### config.mk
export PLATFORM = sky130hd
export DESIGN_NAME = usvg_queue
export DESIGN_NICKNAME = d
export VERILOG_FILES = /design/src/usvg_pkg.sv /design/src/usvg_queue.sv
export SDC_FILE = /design/constraint.sdc
export NUM_CORES = 1
export LEC_CHECK = 0
export BUFFER_PORTS_ARGS = -buffer_cell sky130_fd_sc_hd__buf_2
export CAP_MARGIN = 10
export CORE_UTILIZATION = 45
export DETAILED_ROUTE_END_ITERATION = 8
export PLACE_DENSITY = 0.7
export SETUP_SLACK_MARGIN = 0.1
export SYNTH_ARGS = -nofsm -noshare
export SYNTH_HDL_FRONTEND = slang
export SYNTH_SLANG_ARGS = --single-unit
export TNS_END_PERCENT = 1
### constraint.sdc
create_clock -name clk -period 4.7 [get_ports clk]
set_input_delay 0.705 -clock clk [delete_from_list [all_inputs] [get_ports clk]]
set_output_delay 0.705 -clock clk [all_outputs]
set_load 0.01 [all_outputs]
### src/usvg_pkg.sv
// Shared types, constants and arctangent table for the UV sphere vertex generator.
package usvg_pkg;

    localparam int CNT_W        = 9;
    localparam int SEQ_W        = 16;
    localparam int OUT_W        = 16;
    localparam int ANG_W        = 34;
    localparam int PROD_W       = 64;
    localparam int DIV_STEPS    = 32;
    localparam int CORDIC_STEPS = 30;
    localparam int STEP_W       = 5;
    localparam int MIN_COUNT    = 3;
    localparam int RESET_COUNT  = 24;

    localparam logic signed [ANG_W-1:0] CORDIC_GAIN = 34'sd652032874;
    localparam logic signed [ANG_W-1:0] QUARTER     = 34'sd1073741824;
    localparam logic signed [ANG_W-1:0] HALF        = 34'sd2147483648;

    localparam logic REG_STACK_COUNT = 1'b0;
    localparam logic REG_SLICE_COUNT = 1'b1;

    typedef enum logic [1:0] {
        KIND_TOP,
        KIND_RING,
        KIND_BOTTOM
    } kind_t;

    typedef struct packed {
        kind_t              kind;
        logic [CNT_W-1:0]   ring;
        logic [CNT_W-1:0]   point;
        logic [CNT_W-1:0]   stacks;
        logic [CNT_W-1:0]   slices;
        logic [SEQ_W-1:0]   seq;
    } job_t;

    function automatic logic [29:0] atan_turn(input logic [STEP_W-1:0] k);
        logic [29:0] v;
        case (k)
            5'd0:    v = 30'd536870912;
            5'd1:    v = 30'd316933406;
            5'd2:    v = 30'd167458907;
            5'd3:    v = 30'd85004756;
            5'd4:    v = 30'd42667331;
            5'd5:    v = 30'd21354465;
            5'd6:    v = 30'd10679838;
            5'd7:    v = 30'd5340245;
            5'd8:    v = 30'd2670163;
            5'd9:    v = 30'd1335087;
            5'd10:   v = 30'd667544;
            5'd11:   v = 30'd333772;
            5'd12:   v = 30'd166886;
            5'd13:   v = 30'd83443;
            5'd14:   v = 30'd41722;
            5'd15:   v = 30'd20861;
            5'd16:   v = 30'd10430;
            5'd17:   v = 30'd5215;
            5'd18:   v = 30'd2608;
            5'd19:   v = 30'd1304;
            5'd20:   v = 30'd652;
            5'd21:   v = 30'd326;
            5'd22:   v = 30'd163;
            5'd23:   v = 30'd81;
            5'd24:   v = 30'd41;
            5'd25:   v = 30'd20;
            5'd26:   v = 30'd10;
            5'd27:   v = 30'd5;
            5'd28:   v = 30'd3;
            5'd29:   v = 30'd1;
            default: v = 30'd0;
        endcase
        return v;
    endfunction

endpackage

### src/usvg_queue.sv
// Two-entry job queue between the front end and the arithmetic back end.
module usvg_queue (
    input  logic           clk,
    input  logic           rst_n,
    input  logic           push,
    input  usvg_pkg::job_t push_job,
    output logic           full,
    input  logic           pop,
    output logic           q_valid,
    output usvg_pkg::job_t q_job
);

    localparam int DEPTH = 2;
    localparam int PTR_W = $clog2(DEPTH);
    localparam int CNT_W = $clog2(DEPTH + 1);

    usvg_pkg::job_t   entry_reg [DEPTH];
    logic [PTR_W-1:0] wr_ptr_reg, rd_ptr_reg;
    logic [CNT_W-1:0] count_reg;

    assign full    = (count_reg == CNT_W'(DEPTH));
    assign q_valid = (count_reg != '0);
    assign q_job   = entry_reg[rd_ptr_reg];

    always_ff @(posedge clk)
    begin
        if (push && !full)
            entry_reg[wr_ptr_reg] <= push_job;
    end

    always_ff @(posedge clk or negedge rst_n)
    begin
        if (!rst_n)
        begin
            wr_ptr_reg <= '0;
            rd_ptr_reg <= '0;
            count_reg  <= '0;
        end
        else
        begin
            if (push && !full)
                wr_ptr_reg <= (32'(wr_ptr_reg) == DEPTH - 1) ? '0 : wr_ptr_reg + 1'b1;
            if (pop && q_valid)
                rd_ptr_reg <= (32'(rd_ptr_reg) == DEPTH - 1) ? '0 : rd_ptr_reg + 1'b1;
            count_reg <= count_reg + CNT_W'(push && !full) - CNT_W'(pop && q_valid);
        end
    end

    a_no_push_full: assert property (@(posedge clk) disable iff (!rst_n)
        full |-> !push)
        else $error("push into full queue");
    a_no_pop_empty: assert property (@(posedge clk) disable iff (!rst_n)
        pop |-> q_valid)
        else $error("pop from empty queue");
    a_count_step: assert property (@(posedge clk) disable iff (!rst_n)
        (push && !pop) |=> count_reg == $past(count_reg) + 1'b1)
        else $error("queue count did not advance");

endmodule

==> results_dict.tcl <==
set metrics [dict create \
    status "finished clean" \
    cp_num_buf_inv 1 \
    yosysUniqueCellTypes 16 \
    cts-hold-fix-buffers 0 \
    grt_max_degree 56 \
    routed_wl_um 6520 \
    routedWlPerCell_um 14.8 \
    synthCells 186 \
    synth-seq-cells 112 \
    maxSlewHeadroom_pct 32.7 \
    startpoint_type "flip-flop" \
    viasPerCell 4.62 \
    port_buffers 113 \
    synth_flop_cell "edfxtp_1" \
    ys_top_cells_by_count "edfxtp_1 (108), mux2_4 (49), buf_12 (5), mux2_2 (5), dfrtp_1 (4)" \
    nets 366 \
    cp_slowest_cell "dfrtp_4" \
    cts_tree "yes" \
    vias 2034 \
    reg2regPathDepth 4 \
    p_sw_share_pct 29.3 \
    post-route-drc-count 0 \
    htree_levels 3 \
    dpl.hpwl_um 4280 \
    post-cts-setup-buffers 0 \
    synth_edf_count 108 \
    rsz0062_at_grt "false" \
    setup_viol 0 \
    grt_antenna_before_repair 0 \
    fill_cells 766 \
    cts_buffer_depth 2 \
    clkSinkCount 112 \
    root_buffer "clkbuf_8" \
    cp.depth 2 \
    internal_power_mw 2.16 \
    avgSynthCellArea_um2 23.4 \
    regToRegSetupSlack_ps 2540 \
    setup_slack_ps 1920 \
    critPathArrivalTime_ps 2070 \
    p_leak_nw 2.08 \
    cap_violations 0 \
    design.die.area_um2 10100 \
    worstMarginPinSlew_ps 1010 \
    worstSetupEndpointType "primary output" \
    grt_overflow 0 \
    rows 35 \
    endpoint "q_job[49]" \
    ir_drop_v 0.000522 \
    multi_input_comb_area_um2 896 \
    synthesis.area_um2 4350 \
    drt_iter0_drc 91 \
    cp_data_required_time_ps 3990 \
    ff_latch_area_um2 3350 \
    fmax_ghz 0.360 \
    worstReg2RegEnd "entry_reg[0][35]" \
    diodes 0 \
    timing.final.crit_period_ps 2780 \
    p_clk_share_pct 18.2 \
    combPwrFrac_pct 31.1 \
    synth_most_common_cell "edfxtp_1" \
    grt_usage_pct 13.3 \
    cpLargestDelayFamily "flip-flops" \
    crit_start "rd_ptr_reg" \
    synth_top_area_cell "edfxtp_1" \
    hp-class "primary input to asynchronous set/reset pin" \
    syn_to_final_growth_pct 19.2 \
    drive_gt1_share_pct 60.1 \
    yosys.area.top_type_share_pct 74.6 \
    post_cts_resized 0 \
    finalSetupTns_ps 0 \
    yosys_warnings 0 \
    die_x_um 100 \
    r2r-start "count_reg[1]" \
    synthesis.nets 246 \
    hold_viol 0 \
    grt_pass1_vias 2006 \
    power_density_nw_per_um2 589 \
    slew_viol_final 0 \
    cp_max_fo 55 \
    fp.coreArea_um2 9280 \
    seq_area_frac_synth_pct 76.9 \
    clkSlewWorstSetupHoldPaths_ps 90 \
    synth_area_leaders "edfxtp_1 (75%), mux2_4 (17%), buf_12 (2.3%), dfrtp_1 (2.3%), mux2_2 (1.3%)" \
    dieHeight_um 100 \
    antenna_left 0 \
    ys_async_sr_fraction_pct 3.57 \
    crit_chain "mux2_2 > buf_2" \
    drt_first_pass_iters 4 \
    grt_pass1_wl_um 9620 \
    path_class "flip-flop to primary output" \
    start_util_pct 46.8 \
    cts_buffers 9 \
    gp_congestion 0.652 \
    pwr-share-seq_pct 50.7 \
    largest_reg_flops 108 \
    p_sw_uw 894 \
    cp_slowest_stage_delay_ps 1090 \
    ios 114 \
    clock_latency_ps 350 \
    min_period_over_period_pct 59.0 \
    post-place-ws_ps 2230 \
    finalClockSkew_ps 5.43 \
]
through the flow:
step	area, um2	hold slack [ps]	power (mW)	std cells	util (%)
final	5190	140	3.06	440	55.9
after global placement	4990	487	2.52	424	53.8
after CTS	5190	120	3.10	440	55.9
after detailed placement	4990	504	2.55	424	53.8
after floorplan	4350	409	2.29	186	-
after global routing	5190	126	3.22	440	55.9
worst register-to-register path, stage by stage, from the launching register on:
cell,delay (ps)
dfrtp_1,420
nand2b_1,140
nand2_1,150
nor2_4,610
buf_4,500
final cells by class:
class	count	area share [%]
timing repair buffer	115	11.2
clock inverter	7	1.35
inverter	2	0.145
clock buffer	9	2.39
multi-input combinational	66	17.3
tap	129	3.11
sequential	112	64.5
kinds of logic after synthesis:
logic type | after synthesis | synth area share [%]
xor gates and xnor gates | 4 | 0.806
DFF | 112 | 76.9
muxes | 54 | 18.2
buffers and inverters | 8 | 2.73
adders and majority gates | 2 | 0.575
and+or+nand+nor | 6 | 0.806
power by group through the flow:
stage | Sequential, mW | Clock [mW] | Combinational (mW)
finish | 1.55 | 0.555 | 0.950
global route | 1.58 | 0.613 | 1.02
global placement | 1.57 | 0 | 0.956
detailed placement | 1.58 | 0 | 0.965
CTS | 1.56 | 0.574 | 0.966
floorplan | 1.44 | 0 | 0.846
placed cells by master (no fill, tap or decap), types with 3 or more instances in the layout:
| cell type | netlist | final |
|---|---|---|
| edfxtp_1 | 108 | 108 |
| dfrtp_1 | 4 | 3 |
| buf_2 | 0 | 113 |
| xnor2_1 | 3 | 3 |
| mux2_2 | 5 | 5 |
| clkbuf_8 | 0 | 9 |
| mux2_4 | 49 | 49 |
per-layer routing:
metal	share of wire [%]	up-vias	track usage, %
li1	-	962	-
met1	44	974	16.3
met2	47	82	21.0
met3	5.9	16	3.83
met4	2.8	0	7.80
met5	0	-	0
worst min path at each step:
stage / endpoint / slack (ps) / cells past startpoint
final: rd_ptr_reg / 140 / 1
after global routing: rd_ptr_reg / 130 / 1
after CTS: rd_ptr_reg / 120 / 1
after detailed placement: count_reg[1] / 500 / 1
after global placement: count_reg[1] / 490 / 1
after floorplan: count_reg[0] / 410 / 0
Power figures use the tool's default switching activity.
