===== src/usvg_pkg.sv =====
// Shared types, constants and arctangent table for the UV sphere vertex generator.
package usvg_pkg;

    localparam int CNT_W        = 9;
    localparam int SEQ_W        = 16;
    localparam int OUT_W        = 16;
    localparam int ANG_W        = 34;
    localparam int PROD_W       = 64;
    localparam int DIV_STEPS    = 32;
    localparam int CORDIC_STEPS = 30;
    localparam int STEP_W       = 5;
    localparam int MIN_COUNT    = 3;
    localparam int RESET_COUNT  = 24;

    localparam logic signed [ANG_W-1:0] CORDIC_GAIN = 34'sd652032874;
    localparam logic signed [ANG_W-1:0] QUARTER     = 34'sd1073741824;
    localparam logic signed [ANG_W-1:0] HALF        = 34'sd2147483648;

    localparam logic REG_STACK_COUNT = 1'b0;
    localparam logic REG_SLICE_COUNT = 1'b1;

    typedef enum logic [1:0] {
        KIND_TOP,
        KIND_RING,
        KIND_BOTTOM
    } kind_t;

    typedef struct packed {
        kind_t              kind;
        logic [CNT_W-1:0]   ring;
        logic [CNT_W-1:0]   point;
        logic [CNT_W-1:0]   stacks;
        logic [CNT_W-1:0]   slices;
        logic [SEQ_W-1:0]   seq;
    } job_t;

    function automatic logic [29:0] atan_turn(input logic [STEP_W-1:0] k);
        logic [29:0] v;
        case (k)
            5'd0:    v = 30'd536870912;
            5'd1:    v = 30'd316933406;
            5'd2:    v = 30'd167458907;
            5'd3:    v = 30'd85004756;
            5'd4:    v = 30'd42667331;
            5'd5:    v = 30'd21354465;
            5'd6:    v = 30'd10679838;
            5'd7:    v = 30'd5340245;
            5'd8:    v = 30'd2670163;
            5'd9:    v = 30'd1335087;
            5'd10:   v = 30'd667544;
            5'd11:   v = 30'd333772;
            5'd12:   v = 30'd166886;
            5'd13:   v = 30'd83443;
            5'd14:   v = 30'd41722;
            5'd15:   v = 30'd20861;
            5'd16:   v = 30'd10430;
            5'd17:   v = 30'd5215;
            5'd18:   v = 30'd2608;
            5'd19:   v = 30'd1304;
            5'd20:   v = 30'd652;
            5'd21:   v = 30'd326;
            5'd22:   v = 30'd163;
            5'd23:   v = 30'd81;
            5'd24:   v = 30'd41;
            5'd25:   v = 30'd20;
            5'd26:   v = 30'd10;
            5'd27:   v = 30'd5;
            5'd28:   v = 30'd3;
            5'd29:   v = 30'd1;
            default: v = 30'd0;
        endcase
        return v;
    endfunction

endpackage


===== src/usvg_front.sv =====
// Front end: accepts ticks, walks poles, rings and points, issues one job per vertex.
module usvg_front #(
    parameter int MAX_STACKS = 256,
    parameter int MAX_SLICES = 256
) (
    input  logic                          clk,
    input  logic                          rst_n,
    input  logic                          in_valid,
    output logic                          in_stall,
    input  logic                          restart,
    input  logic [usvg_pkg::CNT_W-1:0]    stack_count,
    input  logic [usvg_pkg::CNT_W-1:0]    slice_count,
    input  logic                          full,
    output logic                          push,
    output usvg_pkg::job_t                job
);

    typedef enum logic [1:0] {
        PH_TOP,
        PH_RING,
        PH_BOTTOM
    } phase_t;

    phase_t                       phase_reg, phase_next;
    logic [usvg_pkg::CNT_W-1:0]   ring_reg, ring_next;
    logic [usvg_pkg::CNT_W-1:0]   point_reg, point_next;
    logic [usvg_pkg::SEQ_W-1:0]   seq_reg, seq_next;

    logic [usvg_pkg::CNT_W-1:0]   st, sl;
    logic                         accept;

    always_comb
    begin
        if (32'(stack_count) < usvg_pkg::MIN_COUNT)
            st = usvg_pkg::CNT_W'(usvg_pkg::MIN_COUNT);
        else if (32'(stack_count) > MAX_STACKS)
            st = usvg_pkg::CNT_W'(MAX_STACKS);
        else
            st = stack_count;
        if (32'(slice_count) < usvg_pkg::MIN_COUNT)
            sl = usvg_pkg::CNT_W'(usvg_pkg::MIN_COUNT);
        else if (32'(slice_count) > MAX_SLICES)
            sl = usvg_pkg::CNT_W'(MAX_SLICES);
        else
            sl = slice_count;
    end

    assign accept   = in_valid && !full;
    assign in_stall = full;
    assign push     = accept;

    always_comb
    begin
        phase_t                     ph;
        logic [usvg_pkg::CNT_W-1:0] r;
        logic [usvg_pkg::CNT_W-1:0] p;
        logic [usvg_pkg::SEQ_W-1:0] s;

        ph = phase_reg;
        r  = ring_reg;
        p  = point_reg;
        s  = seq_reg;
        if (restart || !(phase_reg inside {PH_RING, PH_BOTTOM}))
        begin
            ph = PH_TOP;
            s  = '0;
        end
        if (ph == PH_RING)
        begin
            if (p >= sl)
            begin
                p = '0;
                r = r + 1'b1;
            end
            if (r >= st - 1'b1)
                ph = PH_BOTTOM;
        end

        job.ring   = r;
        job.point  = p;
        job.stacks = st;
        job.slices = sl;
        job.seq    = s;

        phase_next = ph;
        ring_next  = r;
        point_next = p;
        case (ph)
            PH_TOP:
            begin
                job.kind   = usvg_pkg::KIND_TOP;
                ring_next  = usvg_pkg::CNT_W'(1);
                point_next = '0;
                phase_next = PH_RING;
            end
            PH_BOTTOM:
            begin
                job.kind   = usvg_pkg::KIND_BOTTOM;
                phase_next = PH_TOP;
            end
            default:
            begin
                job.kind   = usvg_pkg::KIND_RING;
                point_next = p + 1'b1;
                if (point_next >= sl)
                begin
                    point_next = '0;
                    ring_next  = r + 1'b1;
                    if (ring_next >= st - 1'b1)
                        phase_next = PH_BOTTOM;
                end
            end
        endcase
        seq_next = s + 1'b1;
    end

    always_ff @(posedge clk or negedge rst_n)
    begin
        if (!rst_n)
        begin
            phase_reg <= PH_TOP;
            ring_reg  <= '0;
            point_reg <= '0;
            seq_reg   <= '0;
        end
        else if (accept)
        begin
            phase_reg <= phase_next;
            ring_reg  <= ring_next;
            point_reg <= point_next;
            seq_reg   <= seq_next;
        end
    end

endmodule


===== config.mk =====
export PLATFORM = sky130hd
export DESIGN_NAME = usvg_front
export DESIGN_NICKNAME = d
export VERILOG_FILES = /design/src/usvg_pkg.sv /design/src/usvg_front.sv
export SDC_FILE = /design/constraint.sdc
export NUM_CORES = 1
export LEC_CHECK = 0
export ABC_AREA = 0
export BUFFER_PORTS_ARGS = -buffer_cell sky130_fd_sc_hd__buf_2
export CORE_MARGIN = 1.5
export CORE_UTILIZATION = 56
export DETAILED_ROUTE_END_ITERATION = 8
export PLACE_DENSITY = 0.92
export SETUP_SLACK_MARGIN = 0.2
export SYNTH_ARGS = -nofsm -noshare
export SYNTH_HDL_FRONTEND = slang
export SYNTH_SLANG_ARGS = --single-unit

===== constraint.sdc =====
create_clock -name clk -period 5.95 [get_ports clk]
set_input_delay 0.2975 -clock clk [delete_from_list [all_inputs] [get_ports clk]]
set_output_delay 0.2975 -clock clk [all_outputs]
set_load 0.03 [all_outputs]

==> results.toml <==
[floorplan]
ios = 79
fp.dieW_um = 83.7
rows = 29
dieArea_um2 = 7010
start_util = 0.578
die_h_um = 83.7
core_area_um2 = 6310

[synthesis]
netlist_area_um2 = 3650
synth_top_area_cell = "dfrtp_1"
synthTopCellsByArea = "dfrtp_1, ha_1, xnor2_1"
netlist_instances = 465
synth_edf_count = 0
ys_types = 51
yosysSeqAreaShare = 0.247
syn_nets = 529
synthFlopType = "dfrtp_1"
yosysMostFrequentCell = "nand2_1"
ys_ff_latch = 36
yosysTopAreaCellShare = 0.247
async_flop_share = 1.00
synth_common_cells = "nand2_1, ha_1, nor2_1, dfrtp_1, xnor2_1"
syn_area_per_cell_um2 = 7.85
yosysWarningCount = 0

[worst_setup_path]
cp-end-kind = "register"
required_ns = 6.12
crit_slowest_cell = "nor2b_1"
worstPathCellList = "buf_2, nor4_1, nand2_1, a21oi_1, ha_1, nand2b_1, a31oi_1, o211a_1, nor2_1, nor2_1, ha_1, and3_1, nand4_1, nor2_1, xor2_1, ha_1, nor3_1, o21ai_0, o22ai_1, nor2b_1, nor2_1, a22o_1, a221o_1"
crit_top_cell = "nor2_1"
start_kind = "input pin"
cp_max_fo = 9
critPathKind = "in2reg"
cp.arrival_ns = 5.46
slowest_delay_ns = 0.51

[routing]
drt_pass1_iterations = 5
first_iter_violations = 309
totalWireLength_um = 9560
via_per_inst = 6.18
avgRoutedWirePerCell_um = 15.8
drc = 0
drtAntennaViolNets = 0
via_count = 3739

[timing]
grt_setup_unrepaired = "no"
max_freq_mhz = 189
hold_violations = 0
final.setup_skew_ns = 0.00977
fin_crit_ns = 5.28
setup_viol = 0
finalMaxSlewViolations = 0
finalCritPeriodShare = 0.888
tns_ns = 0
fin_ws_ns = 0.666
tightest_slew_ns = 1.10
slew_headroom = 0.261

[cts]
clock_path_buffers = 2
clock_latency_ns = 0.29
cts_tree = "done"
path_clk_slew_ns = 0.08
post-cts-setup-buffer-count = 0
root_buffer = "clkbuf_8"
htree_num_levels = 2
cts_hold_buffers = 0
ctsResizeCount = 0
cts_sinks = 36
cts-buffers-inserted = 5

[global_routing]
grt_pass1_wl_um = 15900
grt_pass1_vias = 3443
grt_overflow_total = 0
grt_max_degree = 37
antenna_found_initial = 0
grt_use_total = 0.272

[placement]
placedCellCount = 598
place_congestion = 0.998
place_hpwl_um = 7480
dp_slack_ns = 0.465
place_area_um2 = 4050
portBuffers = 78

[finish]
num_antenna_cells = 0
regArea_um2 = 901
fin_area_um2 = 4120
fillCellCount = 555
multiInputGateArea_um2 = 2560
drive_gt1_frac = 0.169
stdcell_count = 605
largest_reg_flops = 16
syn_to_final_growth_pct = 13.0
final_nets = 592

[pwr]
irDropWorstVdd_v = 0.000181
p_per_area_nw_per_um2 = 224
power_leakage_nw = 2.08

[run]
maxCapViolations = 0

[min_path]
hold_path.class = "in2async"

[run_status]
status = "finished clean"
==> report_power, final <==
part / switching [mW] / internal, mW
clock: 0.0907 / 0.0798
sequential: 0.0423 / 0.265
combinational: 0.275 / 0.170
==> through the flow <==
step	total power [mW]	hold slack [ns]	util
after floorplan	0.630	0.00191	-
after global placement	0.731	0.420	0.641
after detailed placement	0.748	0.437	0.641
after CTS	0.919	0.124	0.653
after global routing	0.984	0.172	0.653
final	0.923	0.0995	0.653
==> worst paths after layout <==
| path | start | end | slack [ns] | cells past startpoint |
|---|---|---|---|---|
| worst min register to register | seq_reg[10] | seq_reg[10] | 0.49 | 1 |
| worst min-delay path | rst_n | point_reg[4] | 0.1 | 1 |
| worst max-delay path | slice_count[6] | ring_reg[8] | 0.67 | 23 |
| min in group clk | seq_reg[10] | seq_reg[10] | 0.49 | 1 |
| worst max register to register | point_reg[0] | ring_reg[8] | 0.92 | 20 |
| max in group asynchronous | rst_n | seq_reg[3] | 5.33 | 1 |
==> layout make-up <==
type	count	share of cell area
clock buffer	6	0.0176
clock inverter	1	0.00121
inverter	23	0.0209
multi-input combinational	382	0.620
sequential	36	0.218
tap	77	0.0234
timing repair buffer	80	0.0983
==> metal layers <==
layer,up-vias,routed length [um],global-route usage
met3,15,753,0.0504
met4,0,124,0.0641
li1,1769,-,-
met1,1768,4100,0.367
met5,-,0,0
met2,187,4580,0.455
==> worst max-delay path: cells and delay by family <==
| kind | cells | cell delay, ns |
|---|---|---|
| AOI/OAI and AO/OA | 7 | 1.65 |
| xor gates and xnor gates | 1 | 0.23 |
| adders and majority gates | 3 | 0.79 |
| buffers and inverters | 1 | 0.10 |
| and+or+nand+nor | 11 | 2.37 |
==> kinds of logic (layout without fill, tap and decap cells) <==
group	after synthesis	in the layout	synth area share
buffers and inverters	47	110	0.0521
multiplexers	2	2	0.00583
AO/OA/AOI/OAI	97	97	0.171
AND/OR/NAND/NOR	200	200	0.278
XOR/XNOR	42	42	0.105
flip-flops	36	36	0.247
adder cells (fa/ha/maj)	41	41	0.141
==> cell usage in the layout (no fill, tap or decap), types with 4 or more instances in the layout <==
cell type	n
nor4_1	4
a21o_1	6
clkbuf_8	5
nor2_1	38
xor2_1	12
a22o_1	6
nand4_1	8
o21ai_0	25
xnor2_1	29
a31oi_1	6
nand3_1	18
nor2b_1	12
ha_1	41
nor3_1	14
buf_2	78
and3_1	6
nand2b_1	7
o211ai_1	5
o21a_1	4
nand2_1	54
dfrtp_1	36
and2_1	26
inv_1	23
a21oi_1	24
Note: power is estimated with default switching activity, not from simulation.
